<file path="src/hw/rtl/cbor_pkg.sv">
`timescale 1ns / 1ps
package cbor_pkg;
  localparam int MaxDepth = 8;
  localparam int LvlW = $clog2(MaxDepth + 1);
  localparam int IdxW = (MaxDepth > 1) ? $clog2(MaxDepth) : 1;

  localparam logic [3:0] EV_UINT = 4'd0;
  localparam logic [3:0] EV_NEG = 4'd1;
  localparam logic [3:0] EV_BYTES = 4'd2;
  localparam logic [3:0] EV_TEXT = 4'd3;
  localparam logic [3:0] EV_ARRST = 4'd4;
  localparam logic [3:0] EV_MAPST = 4'd5;
  localparam logic [3:0] EV_ARREND = 4'd6;
  localparam logic [3:0] EV_MAPEND = 4'd7;
  localparam logic [3:0] EV_BOOL = 4'd8;
  localparam logic [3:0] EV_NULL = 4'd9;
  localparam logic [3:0] EV_UNDEF = 4'd10;
  localparam logic [3:0] EV_SIMPLE = 4'd11;
  localparam logic [3:0] EV_FLOAT = 4'd12;
  localparam logic [3:0] EV_ERR = 4'd13;
  localparam logic [3:0] EV_DONE = 4'd14;
  localparam logic [3:0] EV_MORE = 4'd15;

  localparam logic [63:0] ALL_ONES = '1;
  localparam logic [7:0] BREAK_BYTE = 8'hff;
  localparam logic [63:0] F_ILLEGAL = 64'd0;
  localparam logic [63:0] F_EXCESS = 64'd1;

  typedef struct packed {
    logic [3:0] event_kind;
    logic [3:0] depth;
    logic map_key;
    logic tagged_res;
    logic [63:0] tag_value;
    logic [63:0] item_value;
    logic [1:0] float_size;
    logic [7:0] str_byte;
    logic byte_valid;
    logic chunk_first;
    logic chunk_last;
    logic run_last;
  } event_t;
endpackage

</file>
<file path="src/hw/rtl/cbor_out_reg.sv">
`timescale 1ns / 1ps
module cbor_out_reg (
  input logic clk,
  input logic rst,
  input logic in_valid,
  output logic in_ready,
  input cbor_pkg::event_t in_ev,
  output logic out_valid,
  input logic out_ready,
  output cbor_pkg::event_t out_ev
);
  import cbor_pkg::*;
  logic full;
  event_t ev;
  assign in_ready = !full || out_ready;
  assign out_valid = full;
  assign out_ev = ev;
  always_ff @(posedge clk) begin
    if (rst) begin
      full <= 1'b0;
    end else if (in_ready) begin
      full <= in_valid;
    end
    if (in_valid && in_ready) begin
      ev <= in_ev;
    end
  end
endmodule

</file>
<file path="src/hw/rtl/cbor_stream_event_decoder_top.sv">
`timescale 1ns / 1ps
// cbor stream event decoder
// slave channel: one item per cbor byte (tuser = 0) or an end-of-input
// check (tuser = 1); tdata carries the byte
// master channel: one item per event; tlast marks the last event caused
// by one input item
// each input item is taken in the idle state of the sequencer; a byte that
// raises an event then passes through the emit state, and each step up the
// frame stack after a finished item passes through the cascade state, so
// tready stays low while a byte's events are raised. end events of nested
// containers come out one at a time as the sequencer walks the frame
// stack, using one shared 64-bit decrementer
// reset clears phase, nesting level and held tag; the frame stack needs
// no clearing. after an error no further events are raised until reset
// when the receiver stalls, the event waits in the output register and
// the sequencer holds until it is taken
module cbor_stream_event_decoder_top (
  input logic clk,
  input logic rst,
  input logic s_tvalid,
  output logic s_tready,
  input logic [7:0] s_tdata,    // data_byte
  input logic s_tuser,          // mode
  output logic m_tvalid,
  input logic m_tready,
  output logic [151:0] m_tdata, // event_kind, depth, tag_value, item_value,
                                // float_size, str_byte
  output logic [5:0] m_tuser,   // map_key, tagged_res, byte_valid,
                                // chunk_first, chunk_last, pad
  output logic m_tlast
);
  import cbor_pkg::*;

  typedef enum logic [3:0] {
    S_IDLE = 4'b0001,
    S_CASC = 4'b0010,
    S_ERR = 4'b0100,
    S_EMIT = 4'b1000
  } state_t;

  localparam logic [1:0] PH_IDLE = 2'd0;
  localparam logic [1:0] PH_LEN = 2'd1;
  localparam logic [1:0] PH_PAY = 2'd2;

  state_t state;
  logic [1:0] phase;
  logic [2:0] major_kind;
  logic [4:0] arg_info;
  logic [3:0] arg_bytes_needed, arg_bytes_seen;
  logic [63:0] arg_accum, payload_left, payload_size, held_tag;
  logic str_indef, str_text, str_first, held_tag_valid;
  logic [LvlW-1:0] nest_level;
  logic [63:0] frame_left [MaxDepth];
  logic [2:0] frame_flags [MaxDepth];
  logic fault_code;

  // pending event and continuation
  event_t ev_reg;
  logic casc_after;

  event_t ov_ev;
  logic ov_valid, ov_ready;

  logic [IdxW-1:0] top;
  assign top = IdxW'(nest_level - LvlW'(1));

  // shared decrementer
  logic [63:0] dec_in, dec_out;
  assign dec_out = dec_in - 64'd1;

  assign s_tready = (state == S_IDLE) || (state == S_ERR);

  always_comb begin
    dec_in = payload_left;
    if (state == S_CASC) dec_in = frame_left[top];
  end

  function automatic event_t mk(input logic [3:0] k, input logic [63:0] v);
    event_t e;
    e = '0;
    e.event_kind = k;
    e.depth = 4'(nest_level);
    e.item_value = v;
    return e;
  endfunction

  logic top_key;
  assign top_key = (nest_level != '0) && (frame_flags[top][1:0] == 2'b11);

  always_ff @(posedge clk) begin
    event_t e;
    logic [63:0] v;
    logic [3:0] need;
    logic do_disp, ikey;
    e = '0;
    v = '0;
    need = '0;
    do_disp = 1'b0;
    ikey = top_key;
    if (rst) begin
      state <= S_IDLE;
      phase <= PH_IDLE;
      major_kind <= '0;
      arg_info <= '0;
      arg_bytes_needed <= '0;
      arg_bytes_seen <= '0;
      arg_accum <= '0;
      payload_left <= '0;
      payload_size <= '0;
      str_indef <= 1'b0;
      str_text <= 1'b0;
      str_first <= 1'b0;
      held_tag <= '0;
      held_tag_valid <= 1'b0;
      nest_level <= '0;
      fault_code <= 1'b0;
      casc_after <= 1'b0;
    end else begin
      case (state)
        S_IDLE: begin
          if (s_tvalid) begin
            casc_after <= 1'b0;
            if (s_tuser) begin
              ev_reg <= mk((phase != PH_IDLE || nest_level != '0 || str_indef ||
                            held_tag_valid) ? EV_MORE : EV_DONE, 64'd0);
              state <= S_EMIT;
            end else if (phase == PH_LEN) begin
              v = {arg_accum[55:0], s_tdata};
              arg_accum <= v;
              arg_bytes_seen <= arg_bytes_seen + 4'd1;
              if (arg_bytes_seen + 4'd1 >= arg_bytes_needed) begin
                phase <= PH_IDLE;
                arg_bytes_seen <= '0;
                do_disp = 1'b1;
              end
            end else if (phase == PH_PAY) begin
              e = mk(str_text ? EV_TEXT : EV_BYTES, payload_size);
              e.str_byte = s_tdata;
              e.byte_valid = 1'b1;
              e.chunk_first = str_first;
              e.chunk_last = (payload_left == 64'd1) && !str_indef;
              e.map_key = ikey;
              e.tagged_res = held_tag_valid;
              e.tag_value = held_tag_valid ? held_tag : 64'd0;
              held_tag_valid <= 1'b0;
              held_tag <= '0;
              str_first <= 1'b0;
              payload_left <= dec_out;
              ev_reg <= e;
              state <= S_EMIT;
              if (dec_out == 64'd0) begin
                phase <= PH_IDLE;
                casc_after <= !str_indef;
              end
            end else begin
              major_kind <= s_tdata[7:5];
              arg_info <= s_tdata[4:0];
              if (s_tdata[4:0] >= 5'd28 && s_tdata[4:0] <= 5'd30) begin
                ev_reg <= mk(EV_ERR, F_ILLEGAL);
                fault_code <= 1'b0;
                state <= S_EMIT;
              end else if (str_indef && s_tdata == BREAK_BYTE) begin
                e = mk(str_text ? EV_TEXT : EV_BYTES, payload_size);
                e.chunk_first = str_first;
                e.chunk_last = 1'b1;
                e.map_key = ikey;
                e.tagged_res = held_tag_valid;
                e.tag_value = held_tag_valid ? held_tag : 64'd0;
                held_tag_valid <= 1'b0;
                held_tag <= '0;
                str_indef <= 1'b0;
                str_text <= 1'b0;
                str_first <= 1'b0;
                ev_reg <= e;
                casc_after <= 1'b1;
                state <= S_EMIT;
              end else if (str_indef && (s_tdata[7:5] != (str_text ? 3'd3 : 3'd2) ||
                                         s_tdata[4:0] == 5'd31)) begin
                ev_reg <= mk(EV_ERR, F_ILLEGAL);
                fault_code <= 1'b0;
                state <= S_EMIT;
              end else if (s_tdata[4:0] == 5'd31) begin
                case (s_tdata[7:5])
                  3'd2, 3'd3: begin
                    str_indef <= 1'b1;
                    str_first <= 1'b1;
                    str_text <= (s_tdata[7:5] == 3'd3);
                    payload_size <= ALL_ONES;
                  end
                  3'd4, 3'd5: begin
                    if (nest_level >= LvlW'(MaxDepth)) begin
                      ev_reg <= mk(EV_ERR, F_EXCESS);
                      fault_code <= 1'b1;
                    end else begin
                      e = mk(s_tdata[5] ? EV_MAPST : EV_ARRST, ALL_ONES);
                      e.depth = 4'(nest_level);
                      e.map_key = ikey;
                      e.tagged_res = held_tag_valid;
                      e.tag_value = held_tag_valid ? held_tag : 64'd0;
                      held_tag_valid <= 1'b0;
                      held_tag <= '0;
                      ev_reg <= e;
                      frame_left[nest_level[IdxW-1:0]] <= '0;
                      frame_flags[nest_level[IdxW-1:0]] <=
                        {1'b1, s_tdata[5], s_tdata[5]};
                      nest_level <= nest_level + LvlW'(1);
                    end
                    state <= S_EMIT;
                  end
                  3'd7: begin
                    if (held_tag_valid || nest_level == '0 || !frame_flags[top][2]) begin
                      ev_reg <= mk(EV_ERR, F_ILLEGAL);
                      fault_code <= 1'b0;
                    end else begin
                      e = mk(frame_flags[top][0] ? EV_MAPEND : EV_ARREND, 64'd0);
                      e.depth = 4'(nest_level - LvlW'(1));
                      e.map_key = (nest_level > LvlW'(1)) &&
                                  (frame_flags[IdxW'(nest_level - LvlW'(2))][1:0] == 2'b11);
                      ev_reg <= e;
                      nest_level <= nest_level - LvlW'(1);
                      casc_after <= 1'b1;
                    end
                    state <= S_EMIT;
                  end
                  default: begin
                    ev_reg <= mk(EV_ERR, F_ILLEGAL);
                    fault_code <= 1'b0;
                    state <= S_EMIT;
                  end
                endcase
              end else if (s_tdata[4:0] < 5'd24) begin
                v = {59'd0, s_tdata[4:0]};
                do_disp = 1'b1;
              end else begin
                case (s_tdata[4:0])
                  5'd24: need = 4'd1;
                  5'd25: need = 4'd2;
                  5'd26: need = 4'd4;
                  default: need = 4'd8;
                endcase
                phase <= PH_LEN;
                arg_bytes_needed <= need;
                arg_bytes_seen <= '0;
                arg_accum <= '0;
              end
            end
            if (do_disp) begin
              logic [2:0] mj;
              logic [4:0] ai;
              mj = (phase == PH_LEN) ? major_kind : s_tdata[7:5];
              ai = (phase == PH_LEN) ? arg_info : s_tdata[4:0];
              e = mk(EV_UINT, v);
              e.map_key = ikey;
              e.tagged_res = held_tag_valid;
              e.tag_value = held_tag_valid ? held_tag : 64'd0;
              case (mj)
                3'd0: begin
                  ev_reg <= e;
                  casc_after <= 1'b1;
                  state <= S_EMIT;
                end
                3'd1: begin
                  e.event_kind = EV_NEG;
                  e.item_value = ~v;
                  ev_reg <= e;
                  casc_after <= 1'b1;
                  state <= S_EMIT;
                end
                3'd2, 3'd3: begin
                  if (!str_indef) begin
                    payload_size <= v;
                    str_first <= 1'b1;
                    str_text <= (mj == 3'd3);
                  end
                  if (v == 64'd0) begin
                    e.event_kind = (mj == 3'd3) ? EV_TEXT : EV_BYTES;
                    e.item_value = str_indef ? payload_size : 64'd0;
                    e.chunk_first = str_indef ? str_first : 1'b1;
                    e.chunk_last = !str_indef;
                    str_first <= 1'b0;
                    ev_reg <= e;
                    casc_after <= !str_indef;
                    state <= S_EMIT;
                  end else begin
                    payload_left <= v;
                    phase <= PH_PAY;
                    e.tagged_res = held_tag_valid;
                  end
                end
                3'd4, 3'd5: begin
                  if (nest_level >= LvlW'(MaxDepth)) begin
                    ev_reg <= mk(EV_ERR, F_EXCESS);
                    fault_code <= 1'b1;
                    state <= S_EMIT;
                  end else begin
                    logic [63:0] cnt;
                    cnt = (mj == 3'd5) ? (v[63] ? ALL_ONES : {v[62:0], 1'b0}) : v;
                    e.event_kind = (mj == 3'd5) ? EV_MAPST : EV_ARRST;
                    e.item_value = cnt;
                    e.depth = 4'(nest_level);
                    ev_reg <= e;
                    frame_left[nest_level[IdxW-1:0]] <= cnt;
                    frame_flags[nest_level[IdxW-1:0]] <=
                      {1'b0, mj == 3'd5, mj == 3'd5};
                    nest_level <= nest_level + LvlW'(1);
                    state <= S_EMIT;
                  end
                end
                3'd6: begin
                  if (held_tag_valid) begin
                    ev_reg <= mk(EV_ERR, F_EXCESS);
                    fault_code <= 1'b1;
                    state <= S_EMIT;
                  end else begin
                    held_tag_valid <= 1'b1;
                    held_tag <= v;
                  end
                end
                default: begin
                  if (ai >= 5'd25) begin
                    e.event_kind = EV_FLOAT;
                    e.float_size = 2'(ai - 5'd25);
                  end else begin
                    e.item_value = {56'd0, v[7:0]};
                    case (v[7:0])
                      8'd20, 8'd21: begin
                        e.event_kind = EV_BOOL;
                        e.item_value = {63'd0, v[0]};
                      end
                      8'd22: begin
                        e.event_kind = EV_NULL;
                        e.item_value = '0;
                      end
                      8'd23: begin
                        e.event_kind = EV_UNDEF;
                        e.item_value = '0;
                      end
                      default: e.event_kind = EV_SIMPLE;
                    endcase
                  end
                  ev_reg <= e;
                  casc_after <= 1'b1;
                  state <= S_EMIT;
                end
              endcase
              if (mj != 3'd6 && !((mj == 3'd4 || mj == 3'd5) &&
                                  nest_level >= LvlW'(MaxDepth)) &&
                  !((mj == 3'd2 || mj == 3'd3) && v != 64'd0)) begin
                held_tag_valid <= 1'b0;
                held_tag <= '0;
              end
            end
          end
        end
        S_EMIT: begin
          if (ov_ready) begin
            if (ev_reg.event_kind == EV_ERR) begin
              state <= S_ERR;
            end else if (ev_reg.event_kind == EV_ARRST || ev_reg.event_kind == EV_MAPST) begin
              state <= (!frame_flags[top][2] && frame_left[top] == 64'd0) ? S_CASC : S_IDLE;
              casc_after <= 1'b0;
            end else begin
              state <= casc_after ? S_CASC : S_IDLE;
              casc_after <= 1'b0;
            end
          end
        end
        S_CASC: begin
          if (ev_reg.event_kind == EV_ARRST || ev_reg.event_kind == EV_MAPST) begin
            // empty definite container closes right away
            e = mk(frame_flags[top][0] ? EV_MAPEND : EV_ARREND, 64'd0);
            e.depth = 4'(nest_level - LvlW'(1));
            e.map_key = (nest_level > LvlW'(1)) &&
                        (frame_flags[IdxW'(nest_level - LvlW'(2))][1:0] == 2'b11);
            ev_reg <= e;
            nest_level <= nest_level - LvlW'(1);
            casc_after <= 1'b1;
            state <= S_EMIT;
          end else if (nest_level == '0) begin
            state <= S_IDLE;
          end else begin
            if (frame_flags[top][0]) frame_flags[top][1] <= !frame_flags[top][1];
            if (frame_flags[top][2]) begin
              state <= S_IDLE;
            end else begin
              frame_left[top] <= dec_out;
              if (dec_out != 64'd0) begin
                state <= S_IDLE;
              end else begin
                e = mk(frame_flags[top][0] ? EV_MAPEND : EV_ARREND, 64'd0);
                e.depth = 4'(nest_level - LvlW'(1));
                e.map_key = (nest_level > LvlW'(1)) &&
                            (frame_flags[IdxW'(nest_level - LvlW'(2))][1:0] == 2'b11);
                e.tagged_res = held_tag_valid;
                e.tag_value = held_tag_valid ? held_tag : 64'd0;
                held_tag_valid <= 1'b0;
                held_tag <= '0;
                ev_reg <= e;
                nest_level <= nest_level - LvlW'(1);
                casc_after <= 1'b1;
                state <= S_EMIT;
              end
            end
          end
        end
        S_ERR: begin
          state <= S_ERR;
        end
        default: state <= S_IDLE;
      endcase
    end
  end

  // last flag: event is last when no further event follows from this item
  logic more_follows;
  always_comb begin
    more_follows = 1'b0;
    if (ev_reg.event_kind == EV_ARRST || ev_reg.event_kind == EV_MAPST) begin
      more_follows = !frame_flags[top][2] && frame_left[top] == 64'd0;
    end else if (casc_after && nest_level != '0 && !frame_flags[top][2] &&
                 frame_left[top] == 64'd1) begin
      more_follows = 1'b1;
    end
    ov_ev = ev_reg;
    ov_ev.run_last = !more_follows;
  end
  assign ov_valid = (state == S_EMIT);

  event_t mo;
  cbor_out_reg u_out (
    .clk(clk), .rst(rst),
    .in_valid(ov_valid), .in_ready(ov_ready), .in_ev(ov_ev),
    .out_valid(m_tvalid), .out_ready(m_tready), .out_ev(mo)
  );

  assign m_tdata = {6'd0, mo.str_byte, mo.float_size, mo.item_value, mo.tag_value,
                    mo.depth, mo.event_kind};
  assign m_tuser = {1'b0, mo.chunk_last, mo.chunk_first, mo.byte_valid,
                    mo.tagged_res, mo.map_key};
  assign m_tlast = mo.run_last;

`ifndef NO_ASSERTIONS
  a_no_accept_busy: assert property (@(posedge clk) disable iff (rst)
    (state == S_EMIT || state == S_CASC) |-> !s_tready)
    else $error("input taken while busy");
  a_err_sticky: assert property (@(posedge clk) disable iff (rst)
    (state == S_ERR) |=> (state == S_ERR))
    else $error("left error state");
  a_depth_bound: assert property (@(posedge clk) disable iff (rst)
    nest_level <= LvlW'(MaxDepth))
    else $error("nesting beyond stack");
`endif
endmodule
</file>
<file path="config.mk">
export PLATFORM = sky130hd
export DESIGN_NAME = cbor_stream_event_decoder_top
export DESIGN_NICKNAME = d
export VERILOG_FILES = /design/src/hw/rtl/cbor_pkg.sv /design/src/hw/rtl/cbor_out_reg.sv /design/src/hw/rtl/cbor_stream_event_decoder_top.sv
export SDC_FILE = /design/constraint.sdc
export NUM_CORES = 2
export LEC_CHECK = 0
export ABC_AREA = 1
export BUFFER_PORTS_ARGS = -buffer_cell sky130_fd_sc_hd__buf_2
export CAP_MARGIN = 0
export CORE_ASPECT_RATIO = 0.6
export CORE_MARGIN = 5
export CORE_UTILIZATION = 31
export DETAILED_ROUTE_END_ITERATION = 12
export PLACE_DENSITY = 0.49
export SLEW_MARGIN = 20
export SYNTH_ARGS = -nofsm -noshare
export SYNTH_HDL_FRONTEND = slang
export SYNTH_HIERARCHICAL = 1
export SYNTH_SLANG_ARGS = --single-unit
</file>
<file path="constraint.sdc">
create_clock -name clk -period 16.4 [get_ports clk]
set_input_delay 3.28 -clock clk [delete_from_list [all_inputs] [get_ports clk]]
set_output_delay 3.28 -clock clk [all_outputs]
set_load 0.03 [all_outputs]
</file>
==> results.yml <==
clocking:
  postCtsSetupRepairBufs: 0
  htreeDepth: 3
  cts_buffers: 112
  clkLatencyLatePin_ns: 0.79
  path_clk_slew_ns: 0.07
  postCtsResizedCells: 0
  cts_sinks: 1119
  cts_tree: "yes"
  ctsHoldBuffers: 0
  ctsLongestPathBuffers: 3
  root_buffer: "clkbuf_16"
floorplan:
  dieArea_um2: 210000
  core_um2: 200000
  die_h_um: 357
  rows: 127
  ios: 174
  die_x_um: 589
  start_util_pct: 31.2
setup_path:
  worst_setup_path_start_kind: "input pin"
  max_stage_delay_ns: 1.25
  cpLargestDelayFamily: "buffers and inverters"
  crit_top_cell: "nand2_1"
  path_buf_inv: 5
  crit_fanout: 67
  critPathArrivalTime_ns: 10.81
  cp_slowest_cell: "clkinv_1"
  required_ns: 17.04
  endpoint_kind: "flip-flop"
  crit_chain: "buf_2 > inv_4 > buf_4 > nand3_1 > nand3_1 > nor4_1 > nand2_1 > nor3_1 > nand3_1 > nor2_1 > nand2_1 > nand2_1 > nand2_1 > buf_4 > clkinv_1 > o21ai_1 > o2111ai_1 > a21oi_1"
  path_class: "in -> reg"
detailed_routing:
  drt-initial-drc-count: 9430
  wl_per_cell_um: 28.6
  dr.pass1.iters: 7
  drc: 0
  via_count: 61700
  ant_nets: 0
  wl_um: 305000
  via_per_inst: 5.79
yosys:
  yosys.cell_types.count: 59
  yosys.area_share.simple_pct: 24.3
  yosys_warnings: 6
  synth_compound_area_share_pct: 17.5
  yosys.area_share.adder_pct: 0.341
  synth_top_family_by_area: "simple AND/OR/NAND/NOR gates"
  ys_ff_latch: 1119
  synthMuxAreaShare_pct: 0.0321
  async_flop_share_pct: 0
  synth_edf_count: 839
  synth_ff_type: "edfxtp_1"
  syn_area_um2: 62300
  avgSynthCellArea_um2: 7.79
  synth_cells: 7998
  seq_area_frac_synth_pct: 49.4
  yosys.area_share.xor_xnor_pct: 0.165
final_layout:
  final_util_pct: 35.0
  syn2layout_area_growth_pct: 12.2
  nFillCells: 20800
  register_area_um2: 30800
  largest_reg_flops: 512
  final_nets: 7941
  layout-drive-gt1-share_pct: 7.87
  multi_input_area_um2: 26700
place:
  hpwl_um: 214000
  io_buffers: 166
  place_congestion: 1.04
sta:
  clock_skew_ns: 0.0663
  slew_viol_final: 0
  tightest_slew_ns: 1.28
  finalHoldViolations: 0
  slew_headroom_pct: 13.8
  fmax_ghz: 0.0984
  setup_viol: 0
  post-route-period-util_pct: 62.0
  finalSetupTns_ns: 0
  grt_setup_unrepaired: "no"
  fin_crit_ns: 10.16
pwr:
  ir_drop_v: 0.000153
  p_leak_nw: 27.2
  power_density_nw_per_um2: 168
hold_path:
  hold_path_class: "reg -> reg"
global_routing:
  antenna_found_initial: 35
  first_global_vias: 56000
  grt.total_usage_pct: 27.9
  grt_max_degree: 151
  grt_overflow: 0
  grt_pass1_wl_um: 432000
job:
  cap_violations: 0
status:
  status: "complete, no violations"
-- synth_stat cells (all sizes together) (20+ instances only) --
cell	number	share of area, %
a2111oi	44	0.62
a211oi	22	0.27
a21oi	472	3.8
a221oi	84	1.2
a22oi	49	0.59
a31oi	23	0.23
buf	145	1.2
clkbuf	400	2.4
dfxtp	280	9.0
edfxtp	839	40
inv	757	4.6
nand2	2039	12
nand3	548	4.4
nand4	86	0.87
nor2	931	5.7
nor3	58	0.47
nor4	27	0.27
o2111ai	37	0.52
o211ai	110	1.3
o21ai	661	5.3
o221ai	76	1.1
o22ai	195	2.0
o32ai	25	0.35
or2	20	0.20
-- final cells by class --
class                   instances  share of cell area (%)
diodes                         13                  0.0466
clock buffers                 133                    4.24
clock inverters                79                    1.40
inverters                     767                    4.16
multi-input cells            5573                    38.2
flip-flops and latches       1119                    44.1
well taps                    2644                    4.73
repair buffers                338                    3.12
-- logic make-up after synthesis --
| logic type | Yosys count |
|---|---|
| XOR/XNOR | 10 |
| other | 1 |
| multiplexers | 2 |
| buffers and inverters | 1312 |
| AO/OA/AOI/OAI | 1820 |
| AND/OR/NAND/NOR | 3717 |
| flip-flops | 1119 |
| adder cells (fa/ha/maj) | 17 |
-- power breakdown --
part           internal (mW)  total (mW)  switching, mW
registers               3.35        3.69          0.332
logic                   1.26        5.15           3.88
clock network           1.60        2.87           1.27
-- cell usage in the layout, fill, tap and decap left out, types with 16 or more instances in the layout --
| cell type | netlist | layout |
|---|---|---|
| a2111oi_0 | 44 | 44 |
| a211oi_1 | 22 | 22 |
| a21oi_1 | 471 | 469 |
| a221oi_1 | 84 | 84 |
| a22oi_1 | 49 | 49 |
| a31oi_1 | 23 | 23 |
| buf_2 | 85 | 165 |
| buf_4 | 11 | 168 |
| bufinv_16 | 0 | 19 |
| clkbuf_1 | 400 | 16 |
| clkbuf_16 | 0 | 115 |
| clkinv_1 | 10 | 24 |
| clkinv_2 | 0 | 23 |
| dfxtp_1 | 280 | 278 |
| edfxtp_1 | 839 | 839 |
| inv_1 | 742 | 729 |
| inv_2 | 15 | 16 |
| nand2_1 | 2038 | 2034 |
| nand3_1 | 548 | 545 |
| nand4_1 | 85 | 85 |
| nor2_1 | 919 | 899 |
| nor2_2 | 12 | 18 |
| nor3_1 | 58 | 54 |
| nor4_1 | 27 | 25 |
| o2111ai_1 | 37 | 37 |
| o211ai_1 | 110 | 110 |
| o21ai_0 | 660 | 657 |
| o221ai_1 | 76 | 76 |
| o22ai_1 | 195 | 190 |
| o32ai_1 | 25 | 25 |
| or2_2 | 18 | 18 |
-- stage by stage --
stage	setup WS [ns]	hold slack, ns	cells	cell area (µm²)	total power [mW]
2_1_floorplan	4.72	0.426	8004	62300	6.75
3_3_place_gp	6.18	0.451	10400	65800	8.69
3_5_place_dp	6.52	0.456	10400	65900	8.68
4_1_cts	7.05	0.464	10700	69800	11.5
5_1_grt	6.27	0.491	10700	69800	12.3
6_report	6.24	0.467	10700	69900	11.7
-- routing by layer --
layer	share of wire, %	vias up	routed length [µm]	GRT usage (%)
met3	14	365	42600	10.8
met4	1.7	22	5210	4.85
met1	47	30200	144000	43.5
li1	-	27300	-	-
met2	37	3823	113000	35.7
met5	0.20	-	609	0
-- final timing paths --
path	startpoint	to	slack [ns]	cells after the start
worst max-delay path	s_tuser	ev_reg[76]	6.24	18
worst min-delay path	arg_accum[51]	arg_accum[51]	0.47	2
worst max register to register	nest_level[0]	ev_reg[38]	6.69	26
worst min register to register	arg_accum[51]	arg_accum[51]	0.47	2
-- worst reg2reg max path, cell delays in order, from the launching register on --
cell and delay (ns):
dfxtp_4 0.68, inv_6 0.30, ha_4 0.33, xnor2_4 0.12
buf_4 0.50, buf_4 0.67, nand3_1 0.26, nand2_1 0.21
nand2_1 0.08, nand2_1 0.17, nand2_1 0.13, inv_1 0.13
nand2_1 0.12, nor2_1 0.63, nand2_1 0.14, nor2_2 0.55
nand2_1 0.12, nand2_1 0.31, nand2_1 0.10, nor2_1 0.11
nand2_1 0.06, nor3_1 0.48, nand3_1 0.54, nand2_1 0.27
nand4_1 0.45, nor2_4 0.87, buf_12 0.54
Power figures use the tool's default switching activity.
